**src/rtl/dcbq_pkg.sv**
```systemverilog
// Package with shared constants and types of the DC-blocking biquad high-pass filter.
`timescale 1ns / 1ps

package dcbq_pkg;

    localparam int SAMPLE_WIDTH_DEF   = 24;
    localparam int COEF_FRAC_BITS_DEF = 20;
    localparam int COEF_BITS          = 24;
    localparam int REG_INDEX_W        = 3;
    localparam int MODE_W             = 2;

    localparam logic [REG_INDEX_W-1:0] REG_HP_B0       = 3'd0;
    localparam logic [REG_INDEX_W-1:0] REG_HP_B1       = 3'd1;
    localparam logic [REG_INDEX_W-1:0] REG_HP_B2       = 3'd2;
    localparam logic [REG_INDEX_W-1:0] REG_HP_A1       = 3'd3;
    localparam logic [REG_INDEX_W-1:0] REG_HP_A2       = 3'd4;
    localparam logic [REG_INDEX_W-1:0] REG_DC_GAIN     = 3'd5;
    localparam logic [REG_INDEX_W-1:0] REG_DC_FEEDBACK = 3'd6;
    localparam logic [REG_INDEX_W-1:0] REG_MODE        = 3'd7;

    localparam logic [MODE_W-1:0] MODE_RESET = 2'd2;

    typedef logic signed [COEF_BITS-1:0] coef_t;

    typedef struct packed {
        logic clear;
        logic mul_en;
        logic acc_en;
        logic neg;
    } dcbq_mac_ctrl_t;

endpackage

```
**src/rtl/dcbq_if.sv**
```systemverilog
// Stream interfaces for the input items and the result items of the filter.
`timescale 1ns / 1ps

interface dcbq_in_if #(
    parameter int SAMPLE_WIDTH = 24
);
    logic                           valid;
    logic                           ready;
    logic                           kind;
    logic signed [SAMPLE_WIDTH-1:0] sample_in;

    modport source (output valid, output kind, output sample_in, input ready);
    modport sink   (input valid, input kind, input sample_in, output ready);
endinterface

interface dcbq_out_if #(
    parameter int SAMPLE_WIDTH = 24
);
    logic                           valid;
    logic                           ready;
    logic signed [SAMPLE_WIDTH-1:0] sample_out;
    logic                           saturated;

    modport source (output valid, output sample_out, output saturated, input ready);
    modport sink   (input valid, input sample_out, input saturated, output ready);
endinterface

```
**src/rtl/dcbq_mac.sv**
```systemverilog
// Shared multiply-accumulate unit with rounding, scaling and saturation.
`timescale 1ns / 1ps

module dcbq_mac #(
    parameter int SAMPLE_WIDTH   = 24,
    parameter int COEF_FRAC_BITS = 20
) (
    input  logic                           clk,
    input  logic                           rst_n,
    input  dcbq_pkg::dcbq_mac_ctrl_t       ctrl,
    input  logic signed [SAMPLE_WIDTH-1:0] opa,
    input  dcbq_pkg::coef_t                coef,
    output logic signed [SAMPLE_WIDTH-1:0] q,
    output logic                           q_sat
);
    import dcbq_pkg::*;

    localparam int PROD_W = SAMPLE_WIDTH + COEF_BITS;
    localparam int ACC_W  = PROD_W + 3;

    localparam logic signed [ACC_W-1:0] RND =
        {{(ACC_W-COEF_FRAC_BITS){1'b0}}, 1'b1, {(COEF_FRAC_BITS-1){1'b0}}};
    localparam logic signed [ACC_W-1:0] SAT_HI =
        {{(ACC_W-SAMPLE_WIDTH+1){1'b0}}, {(SAMPLE_WIDTH-1){1'b1}}};
    localparam logic signed [ACC_W-1:0] SAT_LO = ~SAT_HI;

    logic signed [PROD_W-1:0] prod_reg;
    logic                     neg_reg;
    logic signed [ACC_W-1:0]  acc_reg;
    logic signed [ACC_W-1:0]  prod_ext;
    logic signed [ACC_W-1:0]  shifted;

    always_ff @(posedge clk or negedge rst_n)
    begin
        if (!rst_n)
        begin
            prod_reg <= '0;
            neg_reg  <= 1'b0;
        end
        else if (ctrl.mul_en)
        begin
            prod_reg <= opa * coef;
            neg_reg  <= ctrl.neg;
        end
    end

    assign prod_ext = {{(ACC_W-PROD_W){prod_reg[PROD_W-1]}}, prod_reg};

    always_ff @(posedge clk or negedge rst_n)
    begin
        if (!rst_n)
        begin
            acc_reg <= '0;
        end
        else if (ctrl.clear)
        begin
            acc_reg <= RND;
        end
        else if (ctrl.acc_en)
        begin
            acc_reg <= neg_reg ? (acc_reg - prod_ext) : (acc_reg + prod_ext);
        end
    end

    assign shifted = acc_reg >>> COEF_FRAC_BITS;

    always_comb
    begin
        if (shifted > SAT_HI)
        begin
            q     = SAT_HI[SAMPLE_WIDTH-1:0];
            q_sat = 1'b1;
        end
        else if (shifted < SAT_LO)
        begin
            q     = SAT_LO[SAMPLE_WIDTH-1:0];
            q_sat = 1'b1;
        end
        else
        begin
            q     = shifted[SAMPLE_WIDTH-1:0];
            q_sat = 1'b0;
        end
    end

endmodule

```
**src/rtl/dc_block_biquad_highpass.sv**
```systemverilog
// Top level of the DC-blocking biquad high-pass filter with its sequencer and registers.
//
// Channel    Dir  Handshake        Payload
// in_ch      in   valid / ready    kind, sample_in
// out_ch     out  valid / ready    sample_out, saturated
// cfg        in   cfg_wr_en only   cfg_index, cfg_data
//
// A filtered item passes the accepting state, then a multiply state and an accumulate state
// for each of the eight products with the DC stage on, or five with it off, in the one
// shared multiplier, then one scaling state per stage and a final state that loads the
// output register and waits there while that register is still full.
// A pass-through item goes straight to that final state, and a preset item gives no result.
// Reset clears the coefficient registers, the delay elements and the handshake state, and sets the mode to MODE_RESET.
// A result waiting in the output register does not stop the next item from being
// accepted; only a new result that finds it still full waits.
`timescale 1ns / 1ps

module dc_block_biquad_highpass #(
    parameter int SAMPLE_WIDTH   = dcbq_pkg::SAMPLE_WIDTH_DEF,
    parameter int COEF_FRAC_BITS = dcbq_pkg::COEF_FRAC_BITS_DEF
) (
    input  logic                                clk,
    input  logic                                rst_n,
    dcbq_in_if.sink                             in_ch,
    dcbq_out_if.source                          out_ch,
    input  logic                                cfg_wr_en,
    input  logic [dcbq_pkg::REG_INDEX_W-1:0]    cfg_index,
    input  logic [dcbq_pkg::COEF_BITS-1:0]      cfg_data
);
    import dcbq_pkg::*;

    localparam logic [2:0] ST_IDLE     = 3'd0;
    localparam logic [2:0] ST_MUL      = 3'd1;
    localparam logic [2:0] ST_ACC      = 3'd2;
    localparam logic [2:0] ST_DC_SCALE = 3'd3;
    localparam logic [2:0] ST_HP_SCALE = 3'd4;
    localparam logic [2:0] ST_FIN      = 3'd5;

    localparam logic [2:0] TERM_DC_X    = 3'd0;
    localparam logic [2:0] TERM_DC_X1   = 3'd1;
    localparam logic [2:0] TERM_DC_Y1   = 3'd2;
    localparam logic [2:0] TERM_HP_X    = 3'd3;
    localparam logic [2:0] TERM_HP_X1   = 3'd4;
    localparam logic [2:0] TERM_HP_X2   = 3'd5;
    localparam logic [2:0] TERM_HP_Y1   = 3'd6;
    localparam logic [2:0] TERM_HP_Y2   = 3'd7;

    coef_t hp_b0_reg, hp_b1_reg, hp_b2_reg, hp_a1_reg, hp_a2_reg;
    coef_t dc_gain_reg, dc_feedback_reg;
    logic [MODE_W-1:0] mode_reg;

    logic [2:0] state_reg, state_next;
    logic [2:0] term_reg, term_next;

    logic signed [SAMPLE_WIDTH-1:0] x_reg, v_reg, res_reg;
    logic                           res_sat_reg;
    logic signed [SAMPLE_WIDTH-1:0] dc_prev_in_reg, dc_prev_out_reg;
    logic signed [SAMPLE_WIDTH-1:0] in_hist0_reg, in_hist1_reg;
    logic signed [SAMPLE_WIDTH-1:0] out_hist0_reg, out_hist1_reg;

    logic                           out_valid_reg;
    logic signed [SAMPLE_WIDTH-1:0] out_sample_reg;
    logic                           out_sat_reg;

    logic                           in_take;
    logic                           out_load;
    dcbq_mac_ctrl_t                 mac_ctrl;
    logic signed [SAMPLE_WIDTH-1:0] mac_opa;
    coef_t                          mac_coef;
    logic                           mac_neg;
    logic signed [SAMPLE_WIDTH-1:0] mac_q;
    logic                           mac_q_sat;

    always_ff @(posedge clk or negedge rst_n)
    begin
        if (!rst_n)
        begin
            hp_b0_reg       <= '0;
            hp_b1_reg       <= '0;
            hp_b2_reg       <= '0;
            hp_a1_reg       <= '0;
            hp_a2_reg       <= '0;
            dc_gain_reg     <= '0;
            dc_feedback_reg <= '0;
            mode_reg        <= MODE_RESET;
        end
        else if (cfg_wr_en)
        begin
            case (cfg_index)
                REG_HP_B0:       hp_b0_reg       <= cfg_data;
                REG_HP_B1:       hp_b1_reg       <= cfg_data;
                REG_HP_B2:       hp_b2_reg       <= cfg_data;
                REG_HP_A1:       hp_a1_reg       <= cfg_data;
                REG_HP_A2:       hp_a2_reg       <= cfg_data;
                REG_DC_GAIN:     dc_gain_reg     <= cfg_data;
                REG_DC_FEEDBACK: dc_feedback_reg <= cfg_data;
                REG_MODE:        mode_reg        <= cfg_data[MODE_W-1:0];
                default:         ;
            endcase
        end
    end

    assign in_ch.ready = (state_reg == ST_IDLE);
    assign in_take     = in_ch.valid && in_ch.ready;
    assign out_load    = (state_reg == ST_FIN) && (!out_valid_reg || out_ch.ready);

    always_comb
    begin
        case (term_reg)
            TERM_DC_X:  begin mac_opa = x_reg;           mac_coef = dc_gain_reg;     mac_neg = 1'b0; end
            TERM_DC_X1: begin mac_opa = dc_prev_in_reg;  mac_coef = dc_gain_reg;     mac_neg = 1'b1; end
            TERM_DC_Y1: begin mac_opa = dc_prev_out_reg; mac_coef = dc_feedback_reg; mac_neg = 1'b1; end
            TERM_HP_X:  begin mac_opa = v_reg;           mac_coef = hp_b0_reg;       mac_neg = 1'b0; end
            TERM_HP_X1: begin mac_opa = in_hist0_reg;    mac_coef = hp_b1_reg;       mac_neg = 1'b0; end
            TERM_HP_X2: begin mac_opa = in_hist1_reg;    mac_coef = hp_b2_reg;       mac_neg = 1'b0; end
            TERM_HP_Y1: begin mac_opa = out_hist0_reg;   mac_coef = hp_a1_reg;       mac_neg = 1'b1; end
            TERM_HP_Y2: begin mac_opa = out_hist1_reg;   mac_coef = hp_a2_reg;       mac_neg = 1'b1; end
            default:    begin mac_opa = x_reg;           mac_coef = dc_gain_reg;     mac_neg = 1'b0; end
        endcase
    end

    always_comb
    begin
        mac_ctrl.clear  = (in_take && !in_ch.kind && mode_reg[0]) || (state_reg == ST_DC_SCALE);
        mac_ctrl.mul_en = (state_reg == ST_MUL);
        mac_ctrl.acc_en = (state_reg == ST_ACC);
        mac_ctrl.neg    = mac_neg;
    end

    always_comb
    begin
        state_next = state_reg;
        term_next  = term_reg;
        case (state_reg)
            ST_IDLE:
            begin
                if (in_take && !in_ch.kind)
                begin
                    if (!mode_reg[0])
                    begin
                        state_next = ST_FIN;
                    end
                    else
                    begin
                        state_next = ST_MUL;
                        term_next  = mode_reg[1] ? TERM_DC_X : TERM_HP_X;
                    end
                end
            end
            ST_MUL:
            begin
                state_next = ST_ACC;
            end
            ST_ACC:
            begin
                if (term_reg == TERM_DC_Y1)
                begin
                    state_next = ST_DC_SCALE;
                end
                else if (term_reg == TERM_HP_Y2)
                begin
                    state_next = ST_HP_SCALE;
                end
                else
                begin
                    state_next = ST_MUL;
                    term_next  = term_reg + 3'd1;
                end
            end
            ST_DC_SCALE:
            begin
                state_next = ST_MUL;
                term_next  = TERM_HP_X;
            end
            ST_HP_SCALE:
            begin
                state_next = ST_FIN;
            end
            ST_FIN:
            begin
                if (out_load)
                begin
                    state_next = ST_IDLE;
                end
            end
            default:
            begin
                state_next = ST_IDLE;
            end
        endcase
    end

    always_ff @(posedge clk or negedge rst_n)
    begin
        if (!rst_n)
        begin
            state_reg <= ST_IDLE;
            term_reg  <= TERM_DC_X;
        end
        else
        begin
            state_reg <= state_next;
            term_reg  <= term_next;
        end
    end

    always_ff @(posedge clk or negedge rst_n)
    begin
        if (!rst_n)
        begin
            dc_prev_in_reg  <= '0;
            dc_prev_out_reg <= '0;
            in_hist0_reg    <= '0;
            in_hist1_reg    <= '0;
            out_hist0_reg   <= '0;
            out_hist1_reg   <= '0;
        end
        else if (in_take && in_ch.kind)
        begin
            dc_prev_in_reg  <= in_ch.sample_in;
            dc_prev_out_reg <= in_ch.sample_in;
            in_hist0_reg    <= in_ch.sample_in;
            in_hist1_reg    <= in_ch.sample_in;
            out_hist0_reg   <= in_ch.sample_in;
            out_hist1_reg   <= in_ch.sample_in;
        end
        else if (state_reg == ST_DC_SCALE)
        begin
            dc_prev_in_reg  <= x_reg;
            dc_prev_out_reg <= mac_q;
        end
        else if (state_reg == ST_HP_SCALE)
        begin
            in_hist1_reg  <= in_hist0_reg;
            in_hist0_reg  <= v_reg;
            out_hist1_reg <= out_hist0_reg;
            out_hist0_reg <= mac_q;
        end
    end

    always_ff @(posedge clk)
    begin
        if (in_take && !in_ch.kind)
        begin
            x_reg       <= in_ch.sample_in;
            v_reg       <= in_ch.sample_in;
            res_reg     <= in_ch.sample_in;
            res_sat_reg <= 1'b0;
        end
        else if (state_reg == ST_DC_SCALE)
        begin
            v_reg       <= mac_q;
            res_sat_reg <= res_sat_reg | mac_q_sat;
        end
        else if (state_reg == ST_HP_SCALE)
        begin
            res_reg     <= mac_q;
            res_sat_reg <= res_sat_reg | mac_q_sat;
        end
    end

    always_ff @(posedge clk or negedge rst_n)
    begin
        if (!rst_n)
        begin
            out_valid_reg <= 1'b0;
        end
        else if (out_load)
        begin
            out_valid_reg <= 1'b1;
        end
        else if (out_ch.ready)
        begin
            out_valid_reg <= 1'b0;
        end
    end

    always_ff @(posedge clk)
    begin
        if (out_load)
        begin
            out_sample_reg <= res_reg;
            out_sat_reg    <= res_sat_reg;
        end
    end

    assign out_ch.valid      = out_valid_reg;
    assign out_ch.sample_out = out_sample_reg;
    assign out_ch.saturated  = out_sat_reg;

    dcbq_mac #(
        .SAMPLE_WIDTH   (SAMPLE_WIDTH),
        .COEF_FRAC_BITS (COEF_FRAC_BITS)
    ) u_mac (
        .clk   (clk),
        .rst_n (rst_n),
        .ctrl  (mac_ctrl),
        .opa   (mac_opa),
        .coef  (mac_coef),
        .q     (mac_q),
        .q_sat (mac_q_sat)
    );

endmodule
```
**src/flat_wrapper.sv**
```systemverilog
// flat-port wrapper written by rule: the top's interface ports become plain ports
module dc_block_biquad_highpass_flat import dcbq_pkg::*;
#(
    parameter int SAMPLE_WIDTH   = dcbq_pkg::SAMPLE_WIDTH_DEF,
    parameter int COEF_FRAC_BITS = dcbq_pkg::COEF_FRAC_BITS_DEF
)
  (clk, rst_n, cfg_wr_en, cfg_index, cfg_data, in_ch_valid, in_ch_kind, in_ch_sample_in, in_ch_ready, out_ch_valid, out_ch_sample_out, out_ch_saturated, out_ch_ready);
  dcbq_in_if #(.SAMPLE_WIDTH(SAMPLE_WIDTH)) in_ch_i ();
  dcbq_out_if #(.SAMPLE_WIDTH(SAMPLE_WIDTH)) out_ch_i ();
  input  logic clk;
  input  logic rst_n;
  input  logic cfg_wr_en;
  input  logic [dcbq_pkg::REG_INDEX_W-1:0] cfg_index;
  input  logic [dcbq_pkg::COEF_BITS-1:0] cfg_data;
  input wire logic [$bits(in_ch_i.valid)-1:0] in_ch_valid;
  input wire logic [$bits(in_ch_i.kind)-1:0] in_ch_kind;
  input wire logic [$bits(in_ch_i.sample_in)-1:0] in_ch_sample_in;
  output wire logic [$bits(in_ch_i.ready)-1:0] in_ch_ready;
  output wire logic [$bits(out_ch_i.valid)-1:0] out_ch_valid;
  output wire logic [$bits(out_ch_i.sample_out)-1:0] out_ch_sample_out;
  output wire logic [$bits(out_ch_i.saturated)-1:0] out_ch_saturated;
  input wire logic [$bits(out_ch_i.ready)-1:0] out_ch_ready;
  assign in_ch_i.valid = in_ch_valid;
  assign in_ch_i.kind = in_ch_kind;
  assign in_ch_i.sample_in = in_ch_sample_in;
  assign in_ch_ready = in_ch_i.ready;
  assign out_ch_valid = out_ch_i.valid;
  assign out_ch_sample_out = out_ch_i.sample_out;
  assign out_ch_saturated = out_ch_i.saturated;
  assign out_ch_i.ready = out_ch_ready;
  dc_block_biquad_highpass #(.SAMPLE_WIDTH(SAMPLE_WIDTH), .COEF_FRAC_BITS(COEF_FRAC_BITS)) u_core (.clk(clk), .rst_n(rst_n), .in_ch(in_ch_i), .out_ch(out_ch_i), .cfg_wr_en(cfg_wr_en), .cfg_index(cfg_index), .cfg_data(cfg_data));
endmodule
```
**config.mk**
```make
export PLATFORM = sky130hd
export DESIGN_NAME = dc_block_biquad_highpass_flat
export DESIGN_NICKNAME = d
export VERILOG_FILES = /design/src/rtl/dcbq_pkg.sv /design/src/rtl/dcbq_if.sv /design/src/rtl/dcbq_mac.sv /design/src/rtl/dc_block_biquad_highpass.sv /design/src/flat_wrapper.sv
export SDC_FILE = /design/constraint.sdc
export NUM_CORES = 2
export LEC_CHECK = 0
export BUFFER_PORTS_ARGS = -buffer_cell sky130_fd_sc_hd__buf_4
export CAP_MARGIN = 20
export CORE_MARGIN = 10
export CORE_UTILIZATION = 65
export DETAILED_ROUTE_END_ITERATION = 12
export PLACE_DENSITY = 0.82
export REMOVE_ABC_BUFFERS = 1
export SYNTH_ARGS = -nofsm -noshare
export SYNTH_HDL_FRONTEND = slang
export SYNTH_SLANG_ARGS = --single-unit
```
**constraint.sdc**
```tcl
create_clock -name clk -period 12.2 [get_ports clk]
set_clock_uncertainty 0.1 [all_clocks]
set_input_delay 2.44 -clock clk [delete_from_list [all_inputs] [get_ports clk]]
set_output_delay 2.44 -clock clk [all_outputs]
set_load 0.01 [all_outputs]
```
### Yosys cells after proc, flatten, opt, wreduce, memory -nomap -nowiden

Index checks and enable logic that the tools add are counted.
W data, S select, Z words.

* shifts and indexed selects: 0
* add/subtract/negate cells: 3
* order comparisons: 2
* $mul: 1
* bitwise logic cells: 1
* divide/modulo/power cells: 0
* equality and inequality tests: 26
* reduce and logical (&&, ||, !) cells: 35
* mux-type cells: 44

Operators with widths (count)
* $mux W24: 20
* $pmux W24 S8: 1
* $pmux W24 S7: 1
* $mux W51: 3
* $add A51 B48 Y51: 1
* $sub A51 B48 Y51: 1
* $mul A24 B24 Y48: 1
* $gt A31 B24 Y1 const B: 1
* $lt A31 B24 Y1 const B: 1
* $eq A3 B3 Y1 const B: 10
* $mux W3: 9
* $reduce_and A2 Y1: 11
* $eq A3 B2 Y1 const B: 6
* $pmux W3 S6: 1
* $reduce_bool A2 Y1: 7
* $ne A2 B2 Y1 const B: 5
* $eq A3 B1 Y1 const B: 3
* $logic_not A3 Y1: 3
* $pmux W3 S3: 1
* $reduce_or A4 Y1: 2
* $mux W1: 6
* $logic_and A1 B1 Y1: 5
* $reduce_and A5 Y1: 1
* $ne A2 B1 Y1 const B: 2
* other kinds (8): 10

* bits of input ports: 57
* bits in registers: 519
* bits in writable memories: 0
* memories kept: 0
* bits in latches: 0
* word-level logic and storage cells: 138
* output and inout bits: 27
* memory bits (read-only): 0

### Depth between registers and ports, before layout

* word-level depth: 6
* depth in mapped cells: 39

### By module

From an unflattened synthesis, not the netlist that was laid out.

* cell total of the unflattened synthesis: 4757
* area total of the unflattened synthesis: 47142.7 um2

By module, submodules not included
* dcbq_mac: area an instance 28795.1 um2, instances 1, cells each 3167
* dc_block_biquad_highpass: area an instance 18347.6 um2, instances 1, cells each 1590

### Worst setup path before layout

No wires, ideal clock.

* path type: register -> register
* from: register u_core.term_reg[2]
* to: register u_core.u_mac.prod_reg[47]
* period minus slack after synthesis: 9262 ps
* path slack: 2938 ps
* setup time: 133 ps
* data required time: 11967 ps
* stages on the path, launching flop included: 37
* data arrival time: 9028 ps
* cells stage by stage: dfrtp_1 > clkbuf_1 > inv_1 > clkbuf_1 > ha_1 > nor3_1 > nand2_1 > nor2_1 > clkbuf_1 > a221o_1 > clkbuf_1 > clkbuf_1 > nand2_1 > fa_1 > inv_1 > fa_1 > inv_1 > fa_1 > inv_1 > fa_1 > fa_1 > fa_1 > inv_1 > fa_1 > inv_1 > ha_1 > a2111oi_0 > o21ai_0 > a211oi_1 > o21ai_0 > a21oi_1 > o22ai_1 > a311oi_1 > o21ai_0 > a21oi_1 > xnor2_1 > o21ai_0

* word-level cells in the longest chain between the ends: 4
* elaborated cells on any way between the ends: 12

RTL lines
* from (decl): line dc_block_biquad_highpass.sv:53 `logic [2:0] term_reg, term_next;`
* from (signal assigned): line dc_block_biquad_highpass.sv:203 `term_reg <= term_next;`
* $eq A3 B1 Y1 or $logic_not A3 Y1 (tied branches): line dc_block_biquad_highpass.sv:109 `case (term_reg)`
* $reduce_or A2 Y1 (no line)
* $pmux W24 S7: line dc_block_biquad_highpass.sv:109
* $mul A24 B24 Y48 *: line dcbq_mac.sv:42 `prod_reg <= opa * coef;`
* to (signal assigned): line dcbq_mac.sv:42
* to (decl): line dcbq_mac.sv:27 `logic signed [PROD_W-1:0] prod_reg;`

Every way passes the cells marked *; elsewhere a longest branch is shown, timed or not.
A chain may end at the register's enable or synchronous reset.

### Worst setup path after layout

Ends and elaborated chain as after synthesis.

==> results.py <==
metrics = {
    "setup_path": {
        "r2r_start": "u_core.term_reg[2]",
        "r2r_end": "u_core.u_mac.prod_reg[47]",
        "cp.required_ns": 12.56,
        "cp_slowest_stage_delay_ns": 0.97,
        "startpoint_type": "register",
        "crit_type": "reg -> reg",
        "cp_common_cell": "fa_1",
        "cp.arrival_ns": 11.26,
        "crit_path_end_kind": "register",
        "path_delay_family": "adder cells",
        "path_max_fanout": 49,
        "reg2regPathDepth": 31,
        "worst-path-buf-inv": 6,
        "r2r_slack_ns": 1.30,
        "critPathSlowestCell": "a221o_1",
    },
    "sta": {
        "hold_violations": 0,
        "maxSlewHeadroom_pct": 16.7,
        "setup_violations": 0,
        "fmax_mhz": 91.7,
        "slew_violations": 0,
        "finalHoldWorstSlack_ns": 0.316,
        "tns_ns": 0,
        "min_period_ns": 10.90,
        "finalCritPeriodShare_pct": 89.3,
        "grt_setup_unrepaired": "no",
        "worst_slew_pin_slew_ns": 1.24,
    },
    "synthesis": {
        "yosys_warnings": 0,
        "synth_edf_count": 97,
        "syn_area_per_cell_sq_um": 9.79,
        "syn_area_sq_mm": 0.0461,
        "synthArstFlopShare_pct": 81.1,
        "postSynthCellCount": 4707,
        "ys_seq_elements": 519,
        "ys_seq_area_share_pct": 29.2,
        "synthFlopType": "dfrtp_1",
        "synth.distinct_cells": 73,
    },
    "drt": {
        "vias_per_cell": 6.22,
        "detail_route.wl_per_cell_um": 22.3,
        "drc": 0,
        "ant_nets": 0,
        "first_pass_iters": 13,
        "wirelength_mm": 127,
        "drt_iter0_markers": 4022,
        "vias": 35364,
    },
    "cts": {
        "holdBufCountCts": 0,
        "cts.clk_slew.worst_paths_ns": 0.06,
        "worstSkewPairLatency_ns": 0.64,
        "postCtsResizedCells": 0,
        "cts-buffers-inserted": 53,
        "clkSinkCount": 519,
        "post-cts-setup-buffers": 0,
        "cts_buffer_depth": 3,
        "cts_max_level": 2,
        "cts_tree": "done",
        "clockRootBuffer": "clkbuf_16",
    },
    "run": {
        "maxCapViolations": 0,
    },
    "global_route": {
        "grt_pass1_vias": 37382,
        "grt_antenna_before_repair": 4,
        "grt_use_total_pct": 31.3,
        "gr-total-overflow": 0,
        "grt_pass1_wl_mm": 204,
        "grt_max_degree": 168,
    },
    "hold_path": {
        "hold_depth": 0,
        "hold_end": "u_core.out_ch.sample_out[21]",
        "hold_class": "reg -> reg",
        "hold_start": "u_core.res_reg[21]",
    },
    "placement": {
        "port_buffers": 83,
        "gp_congestion": 0.949,
        "hpwlAfterDp_mm": 92.3,
    },
    "run_status": {
        "status": "complete, no violations",
    },
    "floorplanning": {
        "core-area_sq_mm": 0.0701,
        "rows": 97,
        "die_h_um": 286,
        "io_pins": 84,
        "die-area_sq_mm": 0.0820,
        "die_w_um": 286,
        "start_util_pct": 65.7,
    },
    "finish": {
        "drive_gt1_share_pct": 12.0,
        "nNetsFinal": 5554,
        "area_delta_synth_final_pct": 7.87,
        "largest_reg_flops": 51,
    },
}
## final cells by class
| type | count | area [sq um] |
|---|---|---|
| diodes | 2 | 5.00 |
| inverters | 697 | 2620 |
| multi-input cells | 3258 | 29400 |
| repair buffers | 169 | 1330 |
| clock inverters | 19 | 200 |
| fillers | 5006 | 20400 |
| clock buffers | 79 | 1540 |
| well taps | 940 | 1180 |
| flip-flops and latches | 519 | 13500 |
## worst max path at each step
stage / from / endpoint / slack [ns] / cells after the start
after detailed placement: u_core.term_reg[2] / u_core.u_mac.prod_reg[47] / 1.55 / 31
after CTS: u_core.term_reg[2] / u_core.u_mac.prod_reg[47] / 1.46 / 31
after global placement: u_core.term_reg[2] / u_core.u_mac.prod_reg[47] / 1.98 / 31
final: u_core.term_reg[2] / u_core.u_mac.prod_reg[47] / 1.30 / 31
after global routing: u_core.term_reg[2] / u_core.u_mac.prod_reg[47] / 0.68 / 31
after floorplan: u_core.term_reg[2] / u_core.u_mac.prod_reg[47] / 0.48 / 31
## kinds of logic after synthesis
| logic type | synth area share, % |
|---|---|
| mux | 6.13 |
| flops | 29.2 |
| xor+xnor | 2.72 |
| simple gates | 12.3 |
| fa+ha+maj | 31.6 |
| buf+inv | 7.57 |
| compound gates | 10.5 |
## cells in the final DEF (no fill, tap or decap), types with 14 or more instances in the layout
cell type	count
clkbuf_1	14
dfrtp_1	419
mux2_2	249
nor2_1	230
ha_1	187
fa_1	608
buf_4	162
inv_1	696
a41oi_2	14
nor3_1	24
nor2b_1	51
xnor2_1	96
o21ai_0	211
a31oi_1	118
o21a_1	15
and2_1	55
nand2b_1	33
o21bai_1	16
a22o_1	17
a221o_1	19
clkbuf_16	53
a21oi_1	129
a22oi_1	32
a222oi_1	48
nand2_1	819
a21o_1	38
xor2_1	47
edfxtp_1	97
nand3_1	18
## synth_stat cells (17+ instances only)
cell type	n	area, sq um
a21o_1	38	285
a21oi_1	130	651
a221o_1	19	190
a222oi_1	48	480
a22o_1	17	149
a22oi_1	32	240
a31oi_1	118	738
and2_1	56	350
buf_1	20	75.1
clkbuf_1	213	800
dfrtp_1	420	10500
edfxtp_1	97	2910
fa_1	608	12200
ha_1	191	2390
inv_1	696	2610
mux2_2	249	2800
nand2_1	821	3080
nand2b_1	33	206
nand3_1	19	95.1
nor2_1	233	875
nor2b_1	52	325
nor3_1	27	135
o21ai_0	217	1090
xnor2_1	96	841
xor2_1	47	412
## layer usage
metal / share of wire (%) / vias up / wire length [um] / global-route usage, %
met1: 37 / 17810 / 46900 / 39.4
li1: - / 15258 / - / -
met3: 10 / 437 / 12700 / 7.05
met4: 5.5 / 6 / 7030 / 16.3
met2: 47 / 1853 / 60100 / 50.5
met5: 0.096 / - / 122 / 0.833
## worst register-to-register path, delay by kind of cell (launching register included)
kind,cells,cell delay (ns)
adders and majority gates,9,4.33
AOI/OAI and AO/OA,11,3.34
and+or+nand+nor,4,1.54
buffers and inverters,6,0.89
DFF,1,0.41
xor gates and xnor gates,1,0.14
## metrics by stage
stage | instances | area [sq um] | util (%) | setup WS [ns]
final | 5683 | 49700 | 70.9 | 1.30
after global routing | 5682 | 49700 | 70.9 | 0.681
after CTS | 5677 | 49600 | 70.8 | 1.46
after detailed placement | 5579 | 47900 | 68.3 | 1.55
after global placement | 5578 | 47900 | 68.3 | 1.98
after floorplan | 4474 | 45200 | - | 0.482
Power is not shown: default switching activity piles up to over one toggle a cycle in this logic, so the estimate is an artifact.
